[config.mk]
export PLATFORM = sky130hd
export DESIGN_NAME = elevator_car_controller_flat
export DESIGN_NICKNAME = d
export VERILOG_FILES = /design/src/rtl/ecc_pkg.sv /design/src/rtl/ecc_req_if.sv /design/src/rtl/ecc_rsp_if.sv /design/src/rtl/elevator_car_controller.sv /design/src/flat_wrapper.sv
export SDC_FILE = /design/constraint.sdc
export NUM_CORES = 1
export LEC_CHECK = 0
export ABC_AREA = 0
export BUFFER_PORTS_ARGS = -buffer_cell sky130_fd_sc_hd__buf_2
export CAP_MARGIN = 25
export CORE_MARGIN = 8
export CORE_UTILIZATION = 44
export CTS_BUF_LIST = sky130_fd_sc_hd__clkbuf_8
export DETAILED_ROUTE_END_ITERATION = 10
export SYNTH_ARGS = -nofsm -noshare
export SYNTH_HDL_FRONTEND = slang
export SYNTH_SLANG_ARGS = --single-unit
[constraint.sdc]
create_clock -name clk -period 10.15 [get_ports clk]
set_input_delay 0 -clock clk [delete_from_list [all_inputs] [get_ports clk]]
set_output_delay 0 -clock clk [all_outputs]
set_load 0.005 [all_outputs]
[src/rtl/ecc_pkg.sv]
// Shared types, constants and register indexes for the elevator car controller.
`timescale 1ns / 1ps

package ecc_pkg;

    localparam int NUM_FLOORS = 8;
    localparam int FLOOR_W    = 3;
    localparam int QCNT_W     = 4;
    localparam int POS_W      = 17;
    localparam int DOOR_W     = 10;
    localparam int MS_W       = 10;
    localparam int STEP_W     = 14;
    localparam int TIME_W     = 32;
    localparam int CFG_IDX_W  = 3;
    localparam int CFG_DATA_W = 16;

    // Configuration register indexes
    localparam logic [CFG_IDX_W-1:0] CFG_FLOOR_HEIGHT = 3'd0;
    localparam logic [CFG_IDX_W-1:0] CFG_CAR_SPEED    = 3'd1;
    localparam logic [CFG_IDX_W-1:0] CFG_DOOR_SPEED   = 3'd2;
    localparam logic [CFG_IDX_W-1:0] CFG_DOOR_FULL    = 3'd3;
    localparam logic [CFG_IDX_W-1:0] CFG_DOOR_HOLD    = 3'd4;
    localparam logic [CFG_IDX_W-1:0] CFG_TICK_CAP     = 3'd5;

    // Configuration reset values
    localparam logic [12:0]       RST_FLOOR_HEIGHT = 13'd3000;
    localparam logic [3:0]        RST_CAR_SPEED    = 4'd3;
    localparam logic [3:0]        RST_DOOR_SPEED   = 4'd2;
    localparam logic [DOOR_W-1:0] RST_DOOR_FULL    = 10'd500;
    localparam logic [15:0]       RST_DOOR_HOLD    = 16'd5000;
    localparam logic [MS_W-1:0]   RST_TICK_CAP     = 10'd50;

    // Command codes
    localparam logic [2:0] MODE_TICK  = 3'd0;
    localparam logic [2:0] MODE_ADD   = 3'd1;
    localparam logic [2:0] MODE_STOP  = 3'd2;
    localparam logic [2:0] MODE_OPEN  = 3'd3;
    localparam logic [2:0] MODE_CLOSE = 3'd4;

    // Reported phase codes
    localparam logic [1:0] PCODE_IDLE    = 2'd0;
    localparam logic [1:0] PCODE_MOVING  = 2'd1;
    localparam logic [1:0] PCODE_OPEN    = 2'd2;
    localparam logic [1:0] PCODE_CLOSING = 2'd3;

    typedef enum logic [3:0] {
        PH_IDLE    = 4'b0001,
        PH_MOVING  = 4'b0010,
        PH_OPEN    = 4'b0100,
        PH_CLOSING = 4'b1000
    } phase_t;

    typedef struct packed {
        logic [1:0]            phase;
        logic [FLOOR_W-1:0]    current_floor;
        logic [FLOOR_W-1:0]    destination_floor;
        logic [POS_W-1:0]      car_position_mm;
        logic [DOOR_W-1:0]     door_offset;
        logic                  doors_open;
        logic [NUM_FLOORS-1:0] buttons_lit;
        logic                  stop_active;
    } rsp_item_t;

endpackage

[src/rtl/ecc_req_if.sv]
// Command and tick channel of the elevator car controller.
`timescale 1ns / 1ps

interface ecc_req_if;
    import ecc_pkg::*;

    logic                  valid;
    logic                  ready;
    logic [2:0]            mode;
    logic [FLOOR_W-1:0]    floor;
    logic [MS_W-1:0]       elapsed_ms;
    logic [TIME_W-1:0]     time_now_ms;

    modport source (output valid, output mode, output floor, output elapsed_ms,
                    output time_now_ms, input ready);
    modport sink (input valid, input mode, input floor, input elapsed_ms,
                  input time_now_ms, output ready);
endinterface

[src/rtl/ecc_rsp_if.sv]
// Status channel of the elevator car controller.
`timescale 1ns / 1ps

interface ecc_rsp_if;
    import ecc_pkg::*;

    logic                  valid;
    logic                  ready;
    logic [1:0]            phase;
    logic [FLOOR_W-1:0]    current_floor;
    logic [FLOOR_W-1:0]    destination_floor;
    logic [POS_W-1:0]      car_position_mm;
    logic [DOOR_W-1:0]     door_offset;
    logic                  doors_open;
    logic [NUM_FLOORS-1:0] buttons_lit;
    logic                  stop_active;

    modport source (output valid, output phase, output current_floor,
                    output destination_floor, output car_position_mm, output door_offset,
                    output doors_open, output buttons_lit, output stop_active, input ready);
    modport sink (input valid, input phase, input current_floor, input destination_floor,
                  input car_position_mm, input door_offset, input doors_open,
                  input buttons_lit, input stop_active, output ready);
endinterface

[src/rtl/elevator_car_controller.sv]
// Elevator car controller: command/tick handling, request queue and status output.
`timescale 1ns / 1ps
//
// Usage:
//   req carries one item per transfer: a tick (elapsed and absolute ms) or a
//   command (add floor, stop, open doors, close doors). rsp returns exactly one
//   status item per accepted req item, in order, with the full visible state
//   after that item.
//   Configuration is written through cfg_wr_en / cfg_index / cfg_data, one
//   register per cycle; only while no item is in flight, which the user must ensure.
//   Status goes into the output register, or the skid register while it is held.
//   Throughput: one item per cycle unless stalled; the state update is one pass of
//   logic from the state registers into the state and status registers.
//   A two-entry status buffer (output register plus skid register) lets req
//   keep transferring while one status waits; req.ready drops only while the
//   skid register is occupied, so a stalled receiver halts input after two
//   pending results.
//   Reset: car idle at floor zero, doors shut, queue empty, buttons dark,
//   configuration at its default values, status buffer empty.
//
module elevator_car_controller
    import ecc_pkg::*;
(
    input  logic                  clk,
    input  logic                  rst_n,
    input  logic                  cfg_wr_en,
    input  logic [CFG_IDX_W-1:0]  cfg_index,
    input  logic [CFG_DATA_W-1:0] cfg_data,
    ecc_req_if.sink               req,
    ecc_rsp_if.source             rsp
);

    // Configuration
    logic [12:0]       floor_height_reg;
    logic [3:0]        car_speed_reg;
    logic [3:0]        door_speed_reg;
    logic [DOOR_W-1:0] door_full_reg;
    logic [15:0]       door_hold_reg;
    logic [MS_W-1:0]   tick_cap_reg;

    // Car state
    phase_t                phase_reg, phase_next;
    logic [POS_W-1:0]      car_pos_reg, car_pos_next;
    logic [FLOOR_W-1:0]    arrived_reg, arrived_next;
    logic [FLOOR_W-1:0]    heading_reg, heading_next;
    logic [DOOR_W-1:0]     door_travel_reg, door_travel_next;
    logic                  door_flag_reg, door_flag_next;
    logic [TIME_W-1:0]     open_start_reg, open_start_next;
    logic                  hold_ext_reg, hold_ext_next;
    logic                  frozen_reg, frozen_next;
    logic [FLOOR_W-1:0]    fifo_head_reg, fifo_head_next;
    logic [QCNT_W-1:0]     fifo_count_reg, fifo_count_next;
    logic [NUM_FLOORS-1:0] queued_reg, queued_next;
    logic [NUM_FLOORS-1:0] lit_reg, lit_next;

    // Request queue storage, no reset: entries are read only after a write
    logic [FLOOR_W-1:0]    pending_mem [NUM_FLOORS];
    logic                  pend_we;
    logic [FLOOR_W-1:0]    pend_waddr;

    // Status buffer
    logic      out_valid_reg, out_valid_next;
    rsp_item_t out_data_reg, out_data_next;
    logic      skid_valid_reg, skid_valid_next;
    rsp_item_t skid_data_reg, skid_data_next;
    rsp_item_t result;

    logic in_fire, out_fire;

    // Datapath terms
    logic [MS_W-1:0]     dt;
    logic [POS_W-1:0]    target_mm;
    logic [STEP_W-1:0]   car_step;
    logic [STEP_W-1:0]   door_step;
    logic [POS_W:0]      pos_up;
    logic [POS_W:0]      target_up;
    logic                arrive;
    logic [STEP_W:0]     door_sum;
    logic [TIME_W-1:0]   open_age;
    logic                hold_done;
    logic [FLOOR_W-1:0]  head_floor;
    logic                add_ok;

    assign in_fire  = req.valid && req.ready;
    assign out_fire = out_valid_reg && rsp.ready;
    assign req.ready = !skid_valid_reg;

    assign dt        = (req.elapsed_ms < tick_cap_reg) ? req.elapsed_ms : tick_cap_reg;
    assign target_mm = POS_W'(heading_reg) * POS_W'(floor_height_reg);
    assign car_step  = STEP_W'(car_speed_reg) * STEP_W'(dt);
    assign door_step = STEP_W'(door_speed_reg) * STEP_W'(dt);
    assign pos_up    = (POS_W+1)'(car_pos_reg) + (POS_W+1)'(car_step);
    assign target_up = (POS_W+1)'(target_mm) + (POS_W+1)'(car_step);
    assign arrive    = (target_mm > car_pos_reg) ? (pos_up >= (POS_W+1)'(target_mm))
                                                 : ((POS_W+1)'(car_pos_reg) <= target_up);
    assign door_sum  = (STEP_W+1)'(door_travel_reg) + (STEP_W+1)'(door_step);
    assign open_age  = req.time_now_ms - open_start_reg;
    assign hold_done = open_age >= TIME_W'(door_hold_reg);
    assign head_floor = pending_mem[fifo_head_reg];
    assign add_ok    = (QCNT_W'(req.floor) < QCNT_W'(NUM_FLOORS))
                    && !((req.floor == arrived_reg) && !door_flag_reg)
                    && !queued_reg[req.floor]
                    && (fifo_count_reg < QCNT_W'(NUM_FLOORS));

    always_comb
    begin
        phase_next       = phase_reg;
        car_pos_next     = car_pos_reg;
        arrived_next     = arrived_reg;
        heading_next     = heading_reg;
        door_travel_next = door_travel_reg;
        door_flag_next   = door_flag_reg;
        open_start_next  = open_start_reg;
        hold_ext_next    = hold_ext_reg;
        frozen_next      = frozen_reg;
        fifo_head_next   = fifo_head_reg;
        fifo_count_next  = fifo_count_reg;
        queued_next      = queued_reg;
        lit_next         = lit_reg;
        pend_we          = 1'b0;
        pend_waddr       = fifo_head_reg + fifo_count_reg[FLOOR_W-1:0];

        case (req.mode)
            MODE_TICK:
            begin
                if (!frozen_reg)
                begin
                    case (phase_reg)
                        PH_IDLE:
                        begin
                            if ((fifo_count_reg != '0) && !door_flag_reg)
                            begin
                                heading_next    = head_floor;
                                queued_next[head_floor] = 1'b0;
                                fifo_head_next  = fifo_head_reg + 1'b1;
                                fifo_count_next = fifo_count_reg - 1'b1;
                                phase_next      = PH_MOVING;
                            end
                        end
                        PH_MOVING:
                        begin
                            if (arrive)
                            begin
                                car_pos_next     = target_mm;
                                arrived_next     = heading_reg;
                                lit_next[heading_reg] = 1'b0;
                                phase_next       = PH_OPEN;
                                door_flag_next   = 1'b1;
                                open_start_next  = req.time_now_ms;
                                hold_ext_next    = 1'b0;
                            end
                            else if (target_mm > car_pos_reg)
                            begin
                                car_pos_next = pos_up[POS_W-1:0];
                            end
                            else
                            begin
                                car_pos_next = car_pos_reg - POS_W'(car_step);
                            end
                        end
                        PH_OPEN:
                        begin
                            door_travel_next = (door_sum > (STEP_W+1)'(door_full_reg))
                                             ? door_full_reg : door_sum[DOOR_W-1:0];
                            if (hold_done)
                            begin
                                phase_next = PH_CLOSING;
                            end
                        end
                        default:
                        begin
                            // Closing: shut when travel reaches zero, then serve the queue or go idle
                            if (door_step >= STEP_W'(door_travel_reg))
                            begin
                                door_travel_next = '0;
                                door_flag_next   = 1'b0;
                                if (fifo_count_reg != '0)
                                begin
                                    heading_next    = head_floor;
                                    queued_next[head_floor] = 1'b0;
                                    fifo_head_next  = fifo_head_reg + 1'b1;
                                    fifo_count_next = fifo_count_reg - 1'b1;
                                    phase_next      = PH_MOVING;
                                end
                                else
                                begin
                                    phase_next = PH_IDLE;
                                end
                            end
                            else
                            begin
                                door_travel_next = door_travel_reg - door_step[DOOR_W-1:0];
                            end
                        end
                    endcase
                end
            end
            MODE_ADD:
            begin
                if (add_ok)
                begin
                    pend_we         = 1'b1;
                    fifo_count_next = fifo_count_reg + 1'b1;
                    queued_next[req.floor] = 1'b1;
                    lit_next[req.floor]    = 1'b1;
                    frozen_next     = 1'b0;
                end
            end
            MODE_STOP:
            begin
                fifo_count_next  = '0;
                queued_next      = '0;
                frozen_next      = 1'b1;
                phase_next       = PH_IDLE;
                door_flag_next   = 1'b0;
                door_travel_next = '0;
                hold_ext_next    = 1'b0;
                lit_next         = '0;
            end
            MODE_OPEN:
            begin
                if (phase_reg == PH_OPEN && door_flag_reg)
                begin
                    // Extend the hold only once per opening
                    if (!hold_ext_reg)
                    begin
                        open_start_next = req.time_now_ms;
                        hold_ext_next   = 1'b1;
                    end
                end
                else if (phase_reg != PH_MOVING)
                begin
                    phase_next      = PH_OPEN;
                    door_flag_next  = 1'b1;
                    open_start_next = req.time_now_ms;
                    hold_ext_next   = 1'b0;
                end
            end
            MODE_CLOSE:
            begin
                if (phase_reg == PH_OPEN)
                begin
                    phase_next = PH_CLOSING;
                end
            end
            default:
            begin
            end
        endcase
    end

    always_comb
    begin
        case (phase_next)
            PH_IDLE:    result.phase = PCODE_IDLE;
            PH_MOVING:  result.phase = PCODE_MOVING;
            PH_OPEN:    result.phase = PCODE_OPEN;
            default:    result.phase = PCODE_CLOSING;
        endcase
        result.current_floor     = arrived_next;
        result.destination_floor = heading_next;
        result.car_position_mm   = car_pos_next;
        result.door_offset       = door_travel_next;
        result.doors_open        = door_flag_next;
        result.buttons_lit       = lit_next;
        result.stop_active       = frozen_next;
    end

    // Status buffer: output register backed by one skid register
    always_comb
    begin
        out_valid_next  = out_valid_reg;
        out_data_next   = out_data_reg;
        skid_valid_next = skid_valid_reg;
        skid_data_next  = skid_data_reg;
        if (out_fire || !out_valid_reg)
        begin
            if (skid_valid_reg)
            begin
                out_valid_next  = 1'b1;
                out_data_next   = skid_data_reg;
                skid_valid_next = 1'b0;
            end
            else
            begin
                out_valid_next = in_fire;
                out_data_next  = result;
            end
        end
        else if (in_fire)
        begin
            skid_valid_next = 1'b1;
            skid_data_next  = result;
        end
    end

    always_ff @(posedge clk or negedge rst_n)
    begin
        if (!rst_n)
        begin
            floor_height_reg <= RST_FLOOR_HEIGHT;
            car_speed_reg    <= RST_CAR_SPEED;
            door_speed_reg   <= RST_DOOR_SPEED;
            door_full_reg    <= RST_DOOR_FULL;
            door_hold_reg    <= RST_DOOR_HOLD;
            tick_cap_reg     <= RST_TICK_CAP;
        end
        else if (cfg_wr_en)
        begin
            case (cfg_index)
                CFG_FLOOR_HEIGHT: floor_height_reg <= cfg_data[12:0];
                CFG_CAR_SPEED:    car_speed_reg    <= cfg_data[3:0];
                CFG_DOOR_SPEED:   door_speed_reg   <= cfg_data[3:0];
                CFG_DOOR_FULL:    door_full_reg    <= cfg_data[DOOR_W-1:0];
                CFG_DOOR_HOLD:    door_hold_reg    <= cfg_data;
                CFG_TICK_CAP:     tick_cap_reg     <= cfg_data[MS_W-1:0];
                default:
                begin
                end
            endcase
        end
    end

    always_ff @(posedge clk or negedge rst_n)
    begin
        if (!rst_n)
        begin
            phase_reg       <= PH_IDLE;
            car_pos_reg     <= '0;
            arrived_reg     <= '0;
            heading_reg     <= '0;
            door_travel_reg <= '0;
            door_flag_reg   <= 1'b0;
            open_start_reg  <= '0;
            hold_ext_reg    <= 1'b0;
            frozen_reg      <= 1'b0;
            fifo_head_reg   <= '0;
            fifo_count_reg  <= '0;
            queued_reg      <= '0;
            lit_reg         <= '0;
        end
        else if (in_fire)
        begin
            phase_reg       <= phase_next;
            car_pos_reg     <= car_pos_next;
            arrived_reg     <= arrived_next;
            heading_reg     <= heading_next;
            door_travel_reg <= door_travel_next;
            door_flag_reg   <= door_flag_next;
            open_start_reg  <= open_start_next;
            hold_ext_reg    <= hold_ext_next;
            frozen_reg      <= frozen_next;
            fifo_head_reg   <= fifo_head_next;
            fifo_count_reg  <= fifo_count_next;
            queued_reg      <= queued_next;
            lit_reg         <= lit_next;
        end
    end

    always_ff @(posedge clk)
    begin
        if (in_fire && pend_we)
        begin
            pending_mem[pend_waddr] <= req.floor;
        end
    end

    always_ff @(posedge clk or negedge rst_n)
    begin
        if (!rst_n)
        begin
            out_valid_reg  <= 1'b0;
            skid_valid_reg <= 1'b0;
        end
        else
        begin
            out_valid_reg  <= out_valid_next;
            skid_valid_reg <= skid_valid_next;
        end
    end

    always_ff @(posedge clk)
    begin
        out_data_reg  <= out_data_next;
        skid_data_reg <= skid_data_next;
    end

    assign rsp.valid             = out_valid_reg;
    assign rsp.phase             = out_data_reg.phase;
    assign rsp.current_floor     = out_data_reg.current_floor;
    assign rsp.destination_floor = out_data_reg.destination_floor;
    assign rsp.car_position_mm   = out_data_reg.car_position_mm;
    assign rsp.door_offset       = out_data_reg.door_offset;
    assign rsp.doors_open        = out_data_reg.doors_open;
    assign rsp.buttons_lit       = out_data_reg.buttons_lit;
    assign rsp.stop_active       = out_data_reg.stop_active;

    // The skid register only fills behind a held output register
    a_skid_behind_out: assert property (@(posedge clk) disable iff (!rst_n)
        skid_valid_reg |-> out_valid_reg)
        else $error("skid register occupied with output register empty");

    // Queue holds no duplicates, so its membership map counts its entries
    a_queue_map: assert property (@(posedge clk) disable iff (!rst_n)
        ($countones(queued_reg) == 32'(fifo_count_reg))
        && (fifo_count_reg <= QCNT_W'(NUM_FLOORS)))
        else $error("queue membership map disagrees with queue count");

    // The car never travels with the doors unshut
    a_moving_shut: assert property (@(posedge clk) disable iff (!rst_n)
        (phase_reg == PH_MOVING) |-> !door_flag_reg)
        else $error("car moving with doors open");

    // Door phases always keep the doors flagged open
    a_door_phase_flag: assert property (@(posedge clk) disable iff (!rst_n)
        ((phase_reg == PH_OPEN) || (phase_reg == PH_CLOSING)) |-> door_flag_reg)
        else $error("door phase without door flag");

endmodule
[src/flat_wrapper.sv]
// flat-port wrapper written by rule: the top's interface ports become plain ports
module elevator_car_controller_flat import ecc_pkg::*;
  (clk, rst_n, cfg_wr_en, cfg_index, cfg_data, req_valid, req_mode, req_floor, req_elapsed_ms, req_time_now_ms, req_ready, rsp_valid, rsp_phase, rsp_current_floor, rsp_destination_floor, rsp_car_position_mm, rsp_door_offset, rsp_doors_open, rsp_buttons_lit, rsp_stop_active, rsp_ready);
  ecc_req_if req_i ();
  ecc_rsp_if rsp_i ();
  input  logic clk;
  input  logic rst_n;
  input  logic cfg_wr_en;
  input  logic [CFG_IDX_W-1:0] cfg_index;
  input  logic [CFG_DATA_W-1:0] cfg_data;
  input wire logic [$bits(req_i.valid)-1:0] req_valid;
  input wire logic [$bits(req_i.mode)-1:0] req_mode;
  input wire logic [$bits(req_i.floor)-1:0] req_floor;
  input wire logic [$bits(req_i.elapsed_ms)-1:0] req_elapsed_ms;
  input wire logic [$bits(req_i.time_now_ms)-1:0] req_time_now_ms;
  output wire logic [$bits(req_i.ready)-1:0] req_ready;
  output wire logic [$bits(rsp_i.valid)-1:0] rsp_valid;
  output wire logic [$bits(rsp_i.phase)-1:0] rsp_phase;
  output wire logic [$bits(rsp_i.current_floor)-1:0] rsp_current_floor;
  output wire logic [$bits(rsp_i.destination_floor)-1:0] rsp_destination_floor;
  output wire logic [$bits(rsp_i.car_position_mm)-1:0] rsp_car_position_mm;
  output wire logic [$bits(rsp_i.door_offset)-1:0] rsp_door_offset;
  output wire logic [$bits(rsp_i.doors_open)-1:0] rsp_doors_open;
  output wire logic [$bits(rsp_i.buttons_lit)-1:0] rsp_buttons_lit;
  output wire logic [$bits(rsp_i.stop_active)-1:0] rsp_stop_active;
  input wire logic [$bits(rsp_i.ready)-1:0] rsp_ready;
  assign req_i.valid = req_valid;
  assign req_i.mode = req_mode;
  assign req_i.floor = req_floor;
  assign req_i.elapsed_ms = req_elapsed_ms;
  assign req_i.time_now_ms = req_time_now_ms;
  assign req_ready = req_i.ready;
  assign rsp_valid = rsp_i.valid;
  assign rsp_phase = rsp_i.phase;
  assign rsp_current_floor = rsp_i.current_floor;
  assign rsp_destination_floor = rsp_i.destination_floor;
  assign rsp_car_position_mm = rsp_i.car_position_mm;
  assign rsp_door_offset = rsp_i.door_offset;
  assign rsp_doors_open = rsp_i.doors_open;
  assign rsp_buttons_lit = rsp_i.buttons_lit;
  assign rsp_stop_active = rsp_i.stop_active;
  assign rsp_i.ready = rsp_ready;
  elevator_car_controller u_core (.clk(clk), .rst_n(rst_n), .cfg_wr_en(cfg_wr_en), .cfg_index(cfg_index), .cfg_data(cfg_data), .req(req_i), .rsp(rsp_i));
endmodule
==> impl_metrics.ini <==
[yosys]
ys_seq_elements = 268
synth_area_leaders = edfxtp_1, dfrtp_1, ha_1
yosysSeqAreaShare_pct = 31.9
syn_inst = 2520
synth_edf_count = 114
ys_types = 89
async_flop_share_pct = 57.5
avgSynthCellArea_um2 = 9.10
yosysTopAreaCell = edfxtp_1
yosys_most_used_dff = dfrtp_1
syn_nets = 2886
synth_top_area_share_pct = 14.9
synth_warnings = 0
synth_area_mm2 = 0.0229

[detailed_routing]
wl_per_cell_um = 18.4
drc = 0
first_pass_iters = 7
ant_nets = 0
vias = 19100
drtIter0Drc = 1259
routed_via_density = 5.58
drt_wl_total_mm = 62.9

[status]
violations = hold timing
outcome = finished, violations left

[setup_path]
critPathArrivalTime_ps = 10030
r2r_cells = 40
cp.required_ps = 10520
cp_top_family = compound AO/OA/AOI/OAI gates
timing.critical_path.to_type = flop
slowest_stage = dfstp_2
crit_fanout = 19
critPathBufInv = 4
worst_setup_path_start_kind = flop
rr_endpoint = u_core.rsp.car_position_mm[8]
cpMostUsedCell = a21o_1
r2r_setup_slack_ps = 490
crit_type = reg2reg
timing.rr.start = u_core.tick_cap_reg[1]
cpPeakStageDelay_ps = 540

[floorplanning]
die_area_mm2 = 0.0597
row_count = 83
initial_core_util_pct = 44.6
core_mm2 = 0.0514
top_level_ports = 119
die_h_um = 244
die_w_um = 244

[final_layout]
fin_cells = 3417
largest_reg_flops = 45
drive_above_1_share_pct = 15.1
layout_common_cells = inv_1, nand2_1, ha_1
layout.nets = 3064
area_growth_pct = 13.3
layout_commonest_cell = inv_1
fin_util_pct = 50.6

[sta]
finClkSkew_ps = 39.6
hold_violations = 6
grt_setup_unrepaired = yes
max_freq_ghz = 0.104
hold_ws_ps = -17.4
slew_headroom_pct = 35.6
finalSetupViolations = 0
drv_slew = 0
worst_slew_pin_slew_ps = 960
layout_min_cycle_time_ps = 9660
min_period_over_period_pct = 95.2

[clock_tree]
ctsRootBufferMaster = clkbuf_8
htree_levels = 2
path_clk_slew_ps = 60
clk_latency_ps = 630
clockBufferDepth = 3
cts_buffers = 47
cts_tree = built
cts.sinks = 268

[placed_design]
post-dp-hpwl_mm = 48.2
port_buffers = 118
gp_congestion = 0.893
place_inst = 3257

[global_route]
grt.total_usage_pct = 20.7
grt_pass1_vias = 19300
grt_max_degree = 83
antenna_found_initial = 0
grt_overflow = 0
grt_pass1_wl_mm = 102

[worst_hold_path]
hold_path.class = in2async

[flow_run]
cap_violations = 0
==> area by class of cell <==
class                   instances  area, um^2
flip-flops and latches        268        7310
clock buffers                  58         798
diodes                          1        2.50
repair buffers                220        1560
clock inverters                29         165
multi-input cells            1893       14300
well taps                     680         851
fillers                      4852       25400
inverters                     268        1010
==> how the worst max path moves through the flow <==
stage / slack [ps] / start / cells after the start / endpoint
global placement: 160 / u_core.tick_cap_reg[1] / 41 / u_core.open_start_reg[0]
floorplan: 760 / u_core.tick_cap_reg[1] / 41 / u_core.rsp.car_position_mm[4]
detailed placement: -190 / u_core.tick_cap_reg[1] / 41 / u_core.open_start_reg[6]
finish: 490 / u_core.tick_cap_reg[1] / 40 / u_core.rsp.car_position_mm[8]
CTS: 70 / u_core.tick_cap_reg[1] / 41 / u_core.open_start_reg[6]
global route: -50 / u_core.tick_cap_reg[1] / 40 / u_core.rsp.phase[1]
==> stage by stage <==
| stage | hold WS, ps | setup TNS [ps] | cell area, um^2 | setup WS, ps |
|---|---|---|---|---|
| floorplan | -296 | 0 | 22900 | 755 |
| global placement | 123 | 0 | 24300 | 162 |
| global route | 76.3 | -181 | 26000 | -52.7 |
| detailed placement | 134 | -5670 | 24300 | -189 |
| finish | -17.4 | 0 | 26000 | 490 |
| CTS | 9.42 | 0 | 25900 | 69.5 |
==> timing repair <==
action / in CTS / in global routing
gates resized for setup: 1 / 10
hold buffers: 68 / 0
endpoints found under the hold margin: 215 / 0
endpoints found under the setup margin: 32 / 90
cloned: 1 / 0
pin swaps: 1 / 3
buffers inserted: 0 / 3
==> routing by layer <==
metal / GRT usage (%) / wire (um) / part of all wire, % / vias up
li1: - / - / - / 9273
met1: 27.6 / 28700 / 46 / 9266
met2: 35.1 / 29700 / 47 / 454
met3: 2.74 / 2970 / 4.7 / 87
met4: 5.98 / 1560 / 2.5 / 0
met5: 0 / 0 / 0 / -
==> synth_stat cells (all sizes together) (16+ instances only) <==
cell	count
a21oi	186
o21bai	16
xnor2	77
dfstp	25
nor2b	26
o21ai	160
xor2	34
mux2i	28
nand2	249
nand4	24
nor3	38
buf	22
inv	268
nor2	157
nand3	37
a31oi	23
ha	242
a21o	57
dfrtp	129
nand2b	32
o21a	28
edfxtp	114
and2	49
clkbuf	70
o211ai	19
fa	52
a211oi	17
mux2	120
o31ai	18
==> logic make-up after synthesis <==
group           share of synthesized area [%]
compound gates                           18.3
buf+inv                                  6.16
fa+ha+maj                                17.7
xor+xnor                                 4.24
flops                                    31.9
mux                                      7.72
simple gates                             14.0
Power is left out: the tool's default activity adds up to more than one toggle a clock period on the data nets, which glitch-free logic cannot reach.
